**src/rtl/krt_pkg.sv**
```systemverilog
`default_nettype none

package krt_pkg;

    localparam int VALUE_BITS = 16;
    localparam int CFG_IDX_BITS = 1;

    typedef enum logic [1:0] {
        CMD_INSERT = 2'd0,
        CMD_DELETE = 2'd1,
        CMD_LOOKUP = 2'd2,
        CMD_SCAN   = 2'd3
    } t_cmd;

    typedef enum logic [2:0] {
        ST_STORED   = 3'd0,
        ST_DELETED  = 3'd1,
        ST_FOUND    = 3'd2,
        ST_NOTFOUND = 3'd3,
        ST_FULL     = 3'd4,
        ST_MATCH    = 3'd5,
        ST_NONE     = 3'd6
    } t_status;

    localparam logic [CFG_IDX_BITS-1:0] CFG_RANGE_LOW  = 1'b0;
    localparam logic [CFG_IDX_BITS-1:0] CFG_RANGE_HIGH = 1'b1;

    localparam logic signed [VALUE_BITS-1:0] RANGE_LOW_RST  = 16'sd80;
    localparam logic signed [VALUE_BITS-1:0] RANGE_HIGH_RST = 16'sd90;

    // controller to datapath
    typedef struct packed {
        logic accept;
        logic issue;
        logic probe_ev;
        logic finish;
    } t_dp_cmd;

    // datapath to controller
    typedef struct packed {
        logic probe_push;
        logic out_free;
    } t_dp_status;

endpackage

`default_nettype wire

```
**src/rtl/krt_req_if.sv**
```systemverilog
`default_nettype none

interface krt_req_if
    import krt_pkg::*;
#(
    parameter int KEY_BITS = 48
);
    logic                          valid;
    logic                          ready;
    t_cmd                          command;
    logic [KEY_BITS-1:0]           key;
    logic signed [VALUE_BITS-1:0]  value;

    modport source (output valid, command, key, value, input ready);
    modport sink   (input valid, command, key, value, output ready);
endinterface

`default_nettype wire

```
**src/rtl/krt_rsp_if.sv**
```systemverilog
`default_nettype none

interface krt_rsp_if
    import krt_pkg::*;
#(
    parameter int KEY_BITS = 48
);
    logic                          valid;
    logic                          ready;
    t_status                       status;
    logic [KEY_BITS-1:0]           out_key;
    logic signed [VALUE_BITS-1:0]  out_value;
    logic                          last;

    modport source (output valid, status, out_key, out_value, last, input ready);
    modport sink   (input valid, status, out_key, out_value, last, output ready);
endinterface

`default_nettype wire

```
**src/rtl/krt_ctrl.sv**
```systemverilog
`default_nettype none

module krt_ctrl
    import krt_pkg::*;
#(
    parameter int ENTRIES = 16
) (
    input  wire logic                         i_clk,
    input  wire logic                         i_rst_n,
    input  wire logic                         i_req_valid,
    output logic                              o_req_ready,
    input  wire t_dp_status                   i_st,
    output t_dp_cmd                           o_cmd,
    output logic [$clog2(ENTRIES)-1:0]        o_addr
);

    localparam int AW = $clog2(ENTRIES);
    localparam logic [AW-1:0] LAST_ADDR = AW'(ENTRIES - 1);

    typedef enum logic [1:0] {
        S_IDLE,
        S_WALK,
        S_FINISH
    } t_state;

    t_state          r_state, n_state;
    logic [AW-1:0]   r_addr, n_addr;
    logic            r_more, n_more;
    logic            r_pvld, n_pvld;
    logic            stall;

    // a scan match waits while the held match cannot move to the output
    assign stall = r_pvld && i_st.probe_push && !i_st.out_free;

    always_comb begin
        n_state = r_state;
        n_addr  = r_addr;
        n_more  = r_more;
        n_pvld  = r_pvld;
        o_cmd   = '0;
        case (r_state)
            S_IDLE: begin
                if (i_req_valid) begin
                    o_cmd.accept = 1'b1;
                    n_state      = S_WALK;
                    n_addr       = '0;
                    n_more       = 1'b1;
                    n_pvld       = 1'b0;
                end
            end
            S_WALK: begin
                if (!stall) begin
                    o_cmd.probe_ev = r_pvld;
                    o_cmd.issue    = r_more;
                    n_pvld         = r_more;
                    if (r_more) begin
                        n_addr = r_addr + 1'b1;
                        if (r_addr == LAST_ADDR) begin
                            n_more = 1'b0;
                        end
                    end else begin
                        n_state = S_FINISH;
                    end
                end
            end
            S_FINISH: begin
                if (i_st.out_free) begin
                    o_cmd.finish = 1'b1;
                    n_state      = S_IDLE;
                end
            end
            default: begin
                n_state = S_IDLE;
            end
        endcase
    end

    always_ff @(posedge i_clk) begin
        if (!i_rst_n) begin
            r_state <= S_IDLE;
            r_addr  <= '0;
            r_more  <= 1'b0;
            r_pvld  <= 1'b0;
        end else begin
            r_state <= n_state;
            r_addr  <= n_addr;
            r_more  <= n_more;
            r_pvld  <= n_pvld;
        end
    end

    assign o_req_ready = (r_state == S_IDLE);
    assign o_addr      = r_addr;

    a_finish_after_walk: assert property (@(posedge i_clk) disable iff (!i_rst_n)
        (r_state == S_FINISH) |-> (!r_more && !r_pvld))
        else $error("finish entered with slots still in flight");

    a_walk_ends: assert property (@(posedge i_clk) disable iff (!i_rst_n)
        (r_state == S_WALK && !r_more && !stall) |=> (r_state == S_FINISH))
        else $error("walk did not hand over to finish");

endmodule

`default_nettype wire

```
**src/rtl/krt_datapath.sv**
```systemverilog
`default_nettype none

module krt_datapath
    import krt_pkg::*;
#(
    parameter int ENTRIES  = 16,
    parameter int KEY_BITS = 48
) (
    input  wire logic                            i_clk,
    input  wire logic                            i_rst_n,
    input  wire t_dp_cmd                         i_cmd,
    input  wire logic [$clog2(ENTRIES)-1:0]      i_addr,
    output t_dp_status                           o_st,
    input  wire t_cmd                            i_command,
    input  wire logic [KEY_BITS-1:0]             i_key,
    input  wire logic signed [VALUE_BITS-1:0]    i_value,
    input  wire logic                            i_cfg_we,
    input  wire logic [CFG_IDX_BITS-1:0]         i_cfg_idx,
    input  wire logic [VALUE_BITS-1:0]           i_cfg_data,
    output logic                                 o_valid,
    input  wire logic                            i_ready,
    output t_status                              o_status,
    output logic [KEY_BITS-1:0]                  o_key,
    output logic signed [VALUE_BITS-1:0]         o_value,
    output logic                                 o_last
);

    localparam int AW = $clog2(ENTRIES);

    // request
    t_cmd                          r_cmd;
    logic [KEY_BITS-1:0]           r_key;
    logic signed [VALUE_BITS-1:0]  r_val;

    // range bounds
    logic signed [VALUE_BITS-1:0]  r_lo, r_hi;

    // table
    logic [ENTRIES-1:0]            r_slot_vld;
    logic [KEY_BITS-1:0]           mem_key [ENTRIES];
    logic [VALUE_BITS-1:0]         mem_val [ENTRIES];

    // probe stage
    logic [KEY_BITS-1:0]           r_pk;
    logic signed [VALUE_BITS-1:0]  r_pv;
    logic                          r_pslot;
    logic [AW-1:0]                 r_pidx;

    // walk results
    logic                          r_hit_found, r_free_found;
    logic [AW-1:0]                 r_hit_idx, r_free_idx;
    logic signed [VALUE_BITS-1:0]  r_hit_val;

    // newest scan match, held until the next one shows whether it is last
    logic                          r_hold_vld;
    logic [KEY_BITS-1:0]           r_hold_key;
    logic signed [VALUE_BITS-1:0]  r_hold_val;

    // output register
    logic                          r_o_valid;
    t_status                       r_o_status;
    logic [KEY_BITS-1:0]           r_o_key;
    logic signed [VALUE_BITS-1:0]  r_o_value;
    logic                          r_o_last;

    logic                          key_match, in_range, scan_hit, probe_push;
    logic                          out_free, load_out;
    logic                          mem_we;
    logic [AW-1:0]                 mem_waddr;
    logic                          set_vld, clr_vld;
    t_status                       n_status;
    logic [KEY_BITS-1:0]           n_okey;
    logic signed [VALUE_BITS-1:0]  n_oval;
    logic                          n_olast;

    assign key_match  = r_pslot && (r_pk == r_key);
    assign in_range   = (r_pv >= r_lo) && (r_pv <= r_hi);
    assign scan_hit   = (r_cmd == CMD_SCAN) && r_pslot && in_range;
    assign probe_push = scan_hit && r_hold_vld;
    assign out_free   = !r_o_valid || i_ready;

    assign o_st.probe_push = probe_push;
    assign o_st.out_free   = out_free;

    // final action and result
    always_comb begin
        mem_we    = 1'b0;
        mem_waddr = r_hit_idx;
        set_vld   = 1'b0;
        clr_vld   = 1'b0;
        n_status  = ST_NOTFOUND;
        n_okey    = '0;
        n_oval    = '0;
        n_olast   = 1'b1;
        if (i_cmd.finish) begin
            case (r_cmd)
                CMD_INSERT: begin
                    if (r_hit_found) begin
                        mem_we   = 1'b1;
                        set_vld  = 1'b1;
                        n_status = ST_STORED;
                    end else if (r_free_found) begin
                        mem_we    = 1'b1;
                        mem_waddr = r_free_idx;
                        set_vld   = 1'b1;
                        n_status  = ST_STORED;
                    end else begin
                        n_status = ST_FULL;
                    end
                end
                CMD_DELETE: begin
                    if (r_hit_found) begin
                        clr_vld  = 1'b1;
                        n_status = ST_DELETED;
                    end
                end
                CMD_LOOKUP: begin
                    if (r_hit_found) begin
                        n_status = ST_FOUND;
                        n_okey   = r_key;
                        n_oval   = r_hit_val;
                    end
                end
                CMD_SCAN: begin
                    if (r_hold_vld) begin
                        n_status = ST_MATCH;
                        n_okey   = r_hold_key;
                        n_oval   = r_hold_val;
                    end else begin
                        n_status = ST_NONE;
                    end
                end
                default: begin
                    n_status = ST_NOTFOUND;
                end
            endcase
        end else begin
            n_status = ST_MATCH;
            n_okey   = r_hold_key;
            n_oval   = r_hold_val;
            n_olast  = 1'b0;
        end
    end

    assign load_out = i_cmd.finish || (i_cmd.probe_ev && probe_push);

    always_ff @(posedge i_clk) begin
        if (mem_we) begin
            mem_key[mem_waddr] <= r_key;
            mem_val[mem_waddr] <= r_val;
        end
        if (i_cmd.issue) begin
            r_pk <= mem_key[i_addr];
            r_pv <= mem_val[i_addr];
        end
    end

    always_ff @(posedge i_clk) begin
        if (i_cmd.accept) begin
            r_cmd <= i_command;
            r_key <= i_key;
            r_val <= i_value;
        end
        if (i_cmd.issue) begin
            r_pslot <= r_slot_vld[i_addr];
            r_pidx  <= i_addr;
        end
        if (i_cmd.probe_ev) begin
            if (key_match && !r_hit_found) begin
                r_hit_idx <= r_pidx;
                r_hit_val <= r_pv;
            end
            if (!r_pslot && !r_free_found) begin
                r_free_idx <= r_pidx;
            end
            if (scan_hit) begin
                r_hold_key <= r_pk;
                r_hold_val <= r_pv;
            end
        end
        if (load_out) begin
            r_o_status <= n_status;
            r_o_key    <= n_okey;
            r_o_value  <= n_oval;
            r_o_last   <= n_olast;
        end
    end

    always_ff @(posedge i_clk) begin
        if (!i_rst_n) begin
            r_lo         <= RANGE_LOW_RST;
            r_hi         <= RANGE_HIGH_RST;
            r_slot_vld   <= '0;
            r_hit_found  <= 1'b0;
            r_free_found <= 1'b0;
            r_hold_vld   <= 1'b0;
            r_o_valid    <= 1'b0;
        end else begin
            if (i_cfg_we) begin
                case (i_cfg_idx)
                    CFG_RANGE_LOW:  r_lo <= i_cfg_data;
                    CFG_RANGE_HIGH: r_hi <= i_cfg_data;
                    default: begin
                    end
                endcase
            end
            if (set_vld) begin
                r_slot_vld[mem_waddr] <= 1'b1;
            end
            if (clr_vld) begin
                r_slot_vld[r_hit_idx] <= 1'b0;
            end
            if (i_cmd.accept) begin
                r_hit_found  <= 1'b0;
                r_free_found <= 1'b0;
                r_hold_vld   <= 1'b0;
            end else if (i_cmd.probe_ev) begin
                if (key_match) begin
                    r_hit_found <= 1'b1;
                end
                if (!r_pslot) begin
                    r_free_found <= 1'b1;
                end
                if (scan_hit) begin
                    r_hold_vld <= 1'b1;
                end
            end
            if (load_out) begin
                r_o_valid <= 1'b1;
            end else if (i_ready) begin
                r_o_valid <= 1'b0;
            end
        end
    end

    assign o_valid  = r_o_valid;
    assign o_status = r_o_status;
    assign o_key    = r_o_key;
    assign o_value  = r_o_value;
    assign o_last   = r_o_last;

    a_no_overwrite: assert property (@(posedge i_clk) disable iff (!i_rst_n)
        load_out |-> (!r_o_valid || i_ready))
        else $error("result register loaded while still held");

    a_finish_alone: assert property (@(posedge i_clk) disable iff (!i_rst_n)
        i_cmd.finish |-> (!i_cmd.probe_ev && !i_cmd.issue && !i_cmd.accept))
        else $error("finish overlaps a walk command");

    a_insert_sets_valid: assert property (@(posedge i_clk) disable iff (!i_rst_n)
        (i_cmd.finish && r_cmd == CMD_INSERT && (r_hit_found || r_free_found))
        |=> r_slot_vld[$past(mem_waddr)])
        else $error("stored slot not marked valid");

endmodule

`default_nettype wire

```
**src/rtl/keyed_record_table.sv**
```systemverilog
// keyed_record_table: a table of ENTRIES records, each a KEY_BITS key and a
// signed 16-bit score, with insert, delete, lookup and range-scan requests.
// i_req (sink) carries command, key and value; o_rsp (source) carries status,
// out_key, out_value and last. Both use valid/ready, a transfer happens on a
// rising edge with both high. i_cfg_we/i_cfg_idx/i_cfg_data write range_low
// (index 0) and range_high (index 1); write them only while the block is idle.
// One request at a time: every request walks all slots through the single
// read port of the key/score memory, one slot a cycle unless a scan match
// stalls the walk, and ready returns once the request's result is loaded.
// Insert, delete and lookup give one result when the walk ends. A range scan
// gives one result per matching slot in slot order, the final one with last
// set, or a single scan-none result; each match waits for the next match or
// the end of the walk, since last is known only then.
// The result sits in an output register, so a stalled receiver only holds
// the walk when a further scan match has to move out, and the next request
// is accepted while the last result still waits.
// Reset (synchronous, active low) clears all slot valid bits and restores the
// bounds to 80 and 90; slot contents are not cleared, and a slot's contents
// are never used before they are written.
`default_nettype none

module keyed_record_table
    import krt_pkg::*;
#(
    parameter int ENTRIES  = 16,
    parameter int KEY_BITS = 48
) (
    input  wire logic                      i_clk,
    input  wire logic                      i_rst_n,
    krt_req_if.sink                        i_req,
    krt_rsp_if.source                      o_rsp,
    input  wire logic                      i_cfg_we,
    input  wire logic [CFG_IDX_BITS-1:0]   i_cfg_idx,
    input  wire logic [VALUE_BITS-1:0]     i_cfg_data
);

    t_dp_cmd                        dp_cmd;
    t_dp_status                     dp_st;
    logic [$clog2(ENTRIES)-1:0]     walk_addr;

    krt_ctrl #(
        .ENTRIES (ENTRIES)
    ) u_ctrl (
        .i_clk       (i_clk),
        .i_rst_n     (i_rst_n),
        .i_req_valid (i_req.valid),
        .o_req_ready (i_req.ready),
        .i_st        (dp_st),
        .o_cmd       (dp_cmd),
        .o_addr      (walk_addr)
    );

    krt_datapath #(
        .ENTRIES  (ENTRIES),
        .KEY_BITS (KEY_BITS)
    ) u_datapath (
        .i_clk      (i_clk),
        .i_rst_n    (i_rst_n),
        .i_cmd      (dp_cmd),
        .i_addr     (walk_addr),
        .o_st       (dp_st),
        .i_command  (i_req.command),
        .i_key      (i_req.key),
        .i_value    (i_req.value),
        .i_cfg_we   (i_cfg_we),
        .i_cfg_idx  (i_cfg_idx),
        .i_cfg_data (i_cfg_data),
        .o_valid    (o_rsp.valid),
        .i_ready    (o_rsp.ready),
        .o_status   (o_rsp.status),
        .o_key      (o_rsp.out_key),
        .o_value    (o_rsp.out_value),
        .o_last     (o_rsp.last)
    );

endmodule

`default_nettype wire
```
**src/flat_wrapper.sv**
```systemverilog
// flat-port wrapper written by rule: the top's interface ports become plain ports
module keyed_record_table_flat import krt_pkg::*;
#(
    parameter int ENTRIES  = 16,
    parameter int KEY_BITS = 48
)
  (i_clk, i_rst_n, i_cfg_we, i_cfg_idx, i_cfg_data, i_req_valid, i_req_command, i_req_key, i_req_value, i_req_ready, o_rsp_valid, o_rsp_status, o_rsp_out_key, o_rsp_out_value, o_rsp_last, o_rsp_ready);
  krt_req_if #(.KEY_BITS(KEY_BITS)) i_req_i ();
  krt_rsp_if #(.KEY_BITS(KEY_BITS)) o_rsp_i ();
  input  wire logic i_clk;
  input  wire logic i_rst_n;
  input  wire logic i_cfg_we;
  input  wire logic [CFG_IDX_BITS-1:0] i_cfg_idx;
  input  wire logic [VALUE_BITS-1:0] i_cfg_data;
  input wire logic [$bits(i_req_i.valid)-1:0] i_req_valid;
  input wire logic [$bits(i_req_i.command)-1:0] i_req_command;
  input wire logic [$bits(i_req_i.key)-1:0] i_req_key;
  input wire logic [$bits(i_req_i.value)-1:0] i_req_value;
  output wire logic [$bits(i_req_i.ready)-1:0] i_req_ready;
  output wire logic [$bits(o_rsp_i.valid)-1:0] o_rsp_valid;
  output wire logic [$bits(o_rsp_i.status)-1:0] o_rsp_status;
  output wire logic [$bits(o_rsp_i.out_key)-1:0] o_rsp_out_key;
  output wire logic [$bits(o_rsp_i.out_value)-1:0] o_rsp_out_value;
  output wire logic [$bits(o_rsp_i.last)-1:0] o_rsp_last;
  input wire logic [$bits(o_rsp_i.ready)-1:0] o_rsp_ready;
  assign i_req_i.valid = i_req_valid;
  assign i_req_i.command = i_req_command;
  assign i_req_i.key = i_req_key;
  assign i_req_i.value = i_req_value;
  assign i_req_ready = i_req_i.ready;
  assign o_rsp_valid = o_rsp_i.valid;
  assign o_rsp_status = o_rsp_i.status;
  assign o_rsp_out_key = o_rsp_i.out_key;
  assign o_rsp_out_value = o_rsp_i.out_value;
  assign o_rsp_last = o_rsp_i.last;
  assign o_rsp_i.ready = o_rsp_ready;
  keyed_record_table #(.ENTRIES(ENTRIES), .KEY_BITS(KEY_BITS)) u_core (.i_clk(i_clk), .i_rst_n(i_rst_n), .i_req(i_req_i), .o_rsp(o_rsp_i), .i_cfg_we(i_cfg_we), .i_cfg_idx(i_cfg_idx), .i_cfg_data(i_cfg_data));
endmodule
```
**config.mk**
```make
export PLATFORM = sky130hd
export DESIGN_NAME = keyed_record_table_flat
export DESIGN_NICKNAME = d
export VERILOG_FILES = /design/src/rtl/krt_pkg.sv /design/src/rtl/krt_req_if.sv /design/src/rtl/krt_rsp_if.sv /design/src/rtl/krt_ctrl.sv /design/src/rtl/krt_datapath.sv /design/src/rtl/keyed_record_table.sv /design/src/flat_wrapper.sv
export SDC_FILE = /design/constraint.sdc
export NUM_CORES = 1
export LEC_CHECK = 0
export BUFFER_PORTS_ARGS = -buffer_cell sky130_fd_sc_hd__buf_2
export CORE_ASPECT_RATIO = 1.5
export CORE_UTILIZATION = 49
export CTS_CLUSTER_DIAMETER = 50
export DETAILED_ROUTE_END_ITERATION = 8
export PLACE_DENSITY = 0.65
export SYNTH_ARGS = -nofsm -noshare
export SYNTH_HDL_FRONTEND = slang
export SYNTH_SLANG_ARGS = --single-unit
```
**constraint.sdc**
```tcl
create_clock -name i_clk -period 31.5 [get_ports i_clk]
set_clock_uncertainty 0.15 [all_clocks]
set_input_delay 6.3 -clock i_clk [delete_from_list [all_inputs] [get_ports i_clk]]
set_output_delay 6.3 -clock i_clk [all_outputs]
set_load 0.05 [all_outputs]
```
; ---- Word-level counts from Yosys, hierarchy flattened
; Memories as Yosys holds them, arrays and structs flattened. A register that Yosys moved wholly into a read port is not among the register bits.
; Index checks and enable logic that the tools add are counted.
[totals]
inputBits = 88
wordCells = 149
mem_count = 2
reg_bits = 287
ram_bits = 1024
[classes]
n_eq_ne = 12
n_lt_le_gt_ge = 7
muxes = 62
bitwise_logic = 6
n_reduce_logical = 34
addsub = 1
[mem_list]
columns = name, depth, width, rd, rd_ports_with_merged_regs, write_ports, line_no
row1 = u_core.u_datapath.mem_key, 16, 48, 1, 1, 1, krt_datapath.sv:40  ; logic [KEY_BITS-1:0] mem_key [ENTRIES];
row2 = u_core.u_datapath.mem_val, 16, 16, 1, 1, 1, krt_datapath.sv:41  ; logic [VALUE_BITS-1:0] mem_val [ENTRIES];
[op_table]
columns = op, n
row1 = $mux 48, 3
row2 = $mux 16, 6
row3 = $pmux 48 s2, 1
row4 = $eq 48x48->1, 1
row5 = $pmux 16 s2, 1
row6 = $mux 4, 7
row7 = $mux 1, 26
row8 = $and 16x16->16, 1
row9 = $ge 16x16->1, 1
row10 = $le 16x16->1, 1
row11 = $mux 2, 8
row12 = $not 16->16, 1
row13 = $or 16x16->16, 1
row14 = $lt 4x5->1 const B, 3
row15 = $reduce_and 2->1, 7
row16 = $logic_and 1x1->1, 12
row17 = $pmux 3 s4, 1
row18 = $ne 2x2->1 const B, 5
row19 = $demux 1 s4, 2
row20 = $ge 4x1->1 const B, 2
row21 = $pmux 4 s2, 1
row22 = $reduce_and 4->1, 2
row23 = $eq 2x2->1 const B, 3
row24 = $mux 3, 2
row25 = 13 further kinds, 24

; ---- Logic depth before layout (Yosys ltp)
[depth]
depth_word = 14
depth_mapped = 11

; ---- By module
; Synthesis repeated with hierarchy kept, for this count alone.
[hier_totals]
hier_cells = 2433
area_unflattened_um2 = 52153.8
[by_module_without_submodules]
columns = mod, area_each_um2, seq_area_each_um2, instances, cells_each
row1 = krt_datapath, 51708.3, 40528.9, 1, 2384
row2 = krt_ctrl, 445.4, 160.2, 1, 49

; ---- Worst setup path before layout
; OpenSTA, ideal clock, no wires.
[synth_timing]
path_type = input-to-reg
startpoint = in o_rsp_ready
endpoint = reg u_core.u_datapath.r_o_key[0], in the netlist u_core.u_datapath.o_key[0], enable pin
cell_stages = 4
setup_ps = 425
path_slack_ps = 16205
required_time_ps = 30925
path_buffers = 0
arrival_ps = 14719
cell_sequence = nor2b_1 -> and2_1 -> nor4_1 -> a21o_1
[synth_via]
elab_chain_cells = 7
word_cells_on_any_way = 9
cone_classes = 4 x mux / 5 x reduce/logical
[synth_lines]
columns = element, line_no
row1 = from (decl), flat_wrapper.sv:25  ; input wire logic [$bits(o_rsp_i.ready)-1:0] o_rsp_ready;
row2 = $logic_or 1x1->1 *, krt_datapath.sv:80  ; assign out_free = !r_o_valid || i_ready;
row3 = $logic_not 1->1, krt_ctrl.sv:33  ; assign stall = r_pvld && i_st.probe_push && !i_st.out_free;
row4 = $logic_and 1x1->1, krt_ctrl.sv:33
row5 = $mux 2, krt_ctrl.sv:52  ; if (!stall) begin
row6 = $mux 2, krt_ctrl.sv:41  ; case (r_state)
row7 = $logic_and 1x1->1, krt_datapath.sv:145  ; assign load_out = i_cmd.finish || (i_cmd.probe_ev && probe_push);
row8 = $logic_or 1x1->1 *, krt_datapath.sv:145
row9 = named net u_core.u_datapath.load_out, krt_datapath.sv:67  ; logic out_free, load_out;
row10 = to (signal assigned), krt_datapath.sv:183  ; r_o_key <= n_okey;
row11 = to (decl), krt_datapath.sv:62  ; logic [KEY_BITS-1:0] r_o_key;
; Mark *: on every way through the listed nets, which the timed path passes. The rest lies on a longest branch.
; A chain may end at the register's enable or synchronous reset.

; ---- Worst setup path in the final report
[layout_timing]
startpoint = in o_rsp_ready
endpoint = mem u_core.u_datapath.mem_val[0][7], enable pin
[layout_via]
elab_chain_cells = 6
word_cells_on_any_way = 7
cone_classes = 6 x mux / 1 x reduce/logical
[layout_lines]
columns = element, line_no
row1 = $logic_or 1x1->1 *, krt_datapath.sv:80
row2 = $mux 1 *, krt_ctrl.sv:67  ; if (i_st.out_free) begin
row3 = $mux 1 *, krt_ctrl.sv:41
row4 = $mux 1, krt_datapath.sv:95  ; if (i_cmd.finish) begin
row5 = $mux 1, krt_datapath.sv:148  ; if (mem_we) begin
row6 = $mux 1 (implied by the code), krt_datapath.sv:150  ; mem_val[mem_waddr] <= r_val;
row7 = to (decl), krt_datapath.sv:41
; Mark *: on every way between the ends. The rest lies on a longest branch, timed or not.

==> reports/results.txt <==
Status = complete, no violations
DRC errors left = 0
CP Cell Sequence = buf_2, nor2b_1, nor3b_2, buf_4, nor3b_2, nand2_2, mux2i_1, nand3_1, nor2_4, buf_4
Post-synth ARST share = 0%
Kind of critical path = in2reg
Nets = 2768
CP arrival = 9.94 ns
Fin. max-slew vios = 0
Post-CTS setup buffers = 0
Fraction of layout cells with a size suffix above 1 = 28.0%
Crit end category = flop
CP required = 31.71 ns
Synth top area share = 75.8%
Vias in the first global route = 25600
CTS Hold Bufs = 0
Final hold violation count = 0
Port-buffer cells = 157
Max incr delay on CP = 0.81 ns
Combinational family with the most area after synthesis = multiplexers
Yosys warnings = 0
CTS tree = built
Worst-margin pin slew = 1.27 ns
Wire per inst = 28.9 um
Area occupied by multi-input gates = 10900 um2
Simple-Gate Fraction of Synth Area = 2.27%
Period Utilization, post-route = 30.9%
Synth area leader = edfxtp_1
Leak pwr = 18.5 nW
Antenna Nets Post-Route = 0
Reg area = 40700 um2
Final Wtd Congestion = 0.848
Post-DP HPWL = 67.9 mm
EDFF count, synth = 1315
Row Count = 146
Initial Utilization = 49.4%
Max Cap Viol = 0
Adder-cell share of the synthesized area = 0.793%
Rel. slew slack = 15.5%
Core Footprint = 105000 um2
Crit path buf inv count = 3
Xor/xnor share of the synthesized area = 0.656%
Cell count of the worst reg-to-reg path = 9
TritonRoute pass-1 iters = 5
Initial antenna violation count = 7
FMAX = 0.103 GHz
Num Clock Sinks = 1375
Seq cells post-synth = 1375
Post-Route WL = 120 mm
Crit-path max FO = 42
RSZ-0062 raised after global routing = no
Total power = 3.71 mW
CTS max path bufs = 3
Total CTS buffers = 135
Slowest-stage cell, CP = nor2_4
Cell count after synthesis = 2419
Clock-pin slew on the worst setup and hold paths = 0.06 ns
Setup_tns = 0 ns
Synthesized Nets = 2540
Chip Width = 268 um
Synth top cells by count = edfxtp_1, mux4_2, a21oi_1
Number of cells on the critical path = 10
Top cells by area, synth = edfxtp_1, mux4_2, dfxtp_1
Via density = 5.98
Synth Area in Compound Gates = 2.77%
Worst hold path type = reg2reg
Synth Flop Type = edfxtp_1
Num ports = 158
Vias = 24900
Die Area = 108000 um2
Post-synthesis mux area share = 14.2%
Post-synthesis cell area = 52100 um2
H-tree levels = 4
First-pass GRT wire length = 175 mm
Clock Latency Late Sink = 0.75 ns
N_diodes = 0
Largest net degree at the start of global routing = 162
Setup-failing EPs final = 0
Power Density = 62.9 nW/um2
Synth-to-layout area growth = 13.4%
Root Buffer = clkbuf_16
Post-layout min period = 9.73 ns
Hold path cells = 0
Netlist cell types = 57
Post-Synthesis Mean Instance Area = 21.5 um2
CTS resizes = 0
DRT iter0 DRCs = 2427
Delay-heaviest family, CP = simple AND/OR/NAND/NOR gates
Register area share after synthesis = 78.2%
Number of fill cells = 7812
CP startpoint kind = primary input
Most common cell in the netlist = edfxtp_1
Peak supply drop = 40.4 uV
Die Ht = 401 um
Total track usage = 22.9%
Total congestion overflow = 0
## path summary, 6_finish.rpt
kind | startpoint | to | slack (ns)
min | u_core.u_datapath.r_pidx[0] | u_core.u_datapath.r_free_idx[0] | 0.30
max reg2reg | u_core.u_datapath.r_pv[13] | u_core.u_datapath.r_hold_key[14] | 26.99
min reg2reg | u_core.u_datapath.r_pidx[0] | u_core.u_datapath.r_free_idx[0] | 0.30
max | o_rsp_ready | u_core.u_datapath.mem_val[0][7] | 21.77
## registers in the layout, indices dropped and copies added (netlist names), 16 cells and up
register                      cells
u_core.u_datapath.mem_key       768
u_core.u_datapath.r_slot_vld     16
u_core.u_datapath.o_value        16
u_core.u_datapath.r_val          16
u_core.u_datapath.r_hi           16
u_core.u_datapath.r_lo           16
u_core.u_datapath.r_key          48
u_core.u_datapath.mem_val       256
u_core.u_datapath.r_hold_key     48
u_core.u_datapath.r_pk           48
u_core.u_datapath.r_hold_val     16
u_core.u_datapath.r_hit_val      16
u_core.u_datapath.r_pv           16
u_core.u_datapath.o_key          48
## layout make-up
cell class | instances | share of cell area [%]
clock buffer | 164 | 6.20
clock inverter | 75 | 1.14
inverter | 46 | 0.301
multi-input combinational | 886 | 18.5
sequential | 1375 | 69.0
tap | 1406 | 2.98
timing repair buffer | 203 | 1.96
## power by group
part	internal, mW	switching, mW	total, mW
sequential	2.02	0.0339	2.06
clock	0.899	0.680	1.58
combinational	0.0240	0.0534	0.0774
## per-stage QoR
| step | cells | hold slack [ns] | setup slack, ns | instance area [um2] | util (%) |
|---|---|---|---|---|---|
| after floorplan | 2419 | 0.256 | 16.21 | 52100 | - |
| after global placement | 3916 | 0.281 | 21.16 | 54700 | 51.9 |
| after detailed placement | 3916 | 0.296 | 21.05 | 54700 | 51.9 |
| after CTS | 4155 | 0.295 | 21.85 | 59000 | 56.0 |
| after global routing | 4155 | 0.304 | 21.61 | 59000 | 56.0 |
| final | 4155 | 0.297 | 21.77 | 59000 | 56.0 |
## layer usage
layer / global-route usage, % / part of all wire, %
met4: 6.97 / 2.6
met1: 30.8 / 40
met2: 38.7 / 52
met3: 3.39 / 5.9
met5: 0 / 0.015
## cell families (layout without fill, tap and decap cells)
kind of cell             count (synthesis)  in the layout
adder cells (fa/ha/maj)                 33             33
multiplexers                           330            330
buffers and inverters                  158            488
AO/OA/AOI/OAI                          227            227
flip-flops                            1375           1375
AND/OR/NAND/NOR                        257            257
XOR/XNOR                                39             39
## cell usage in the layout, fill, tap and decap left out, drive strengths merged, types with 11 or more instances in the layout
cell type,instances
a21boi,27
a21oi,124
a31oi,19
buf,203
clkbuf,164
clkinv,49
dfxtp,60
edfxtp,1315
ha,33
inv,59
mux4,325
nand2,80
nand3,14
nand4,14
nor2,96
nor4,11
o221a,15
xnor2,17
xor2,22
Power figures use the tool's default switching activity.
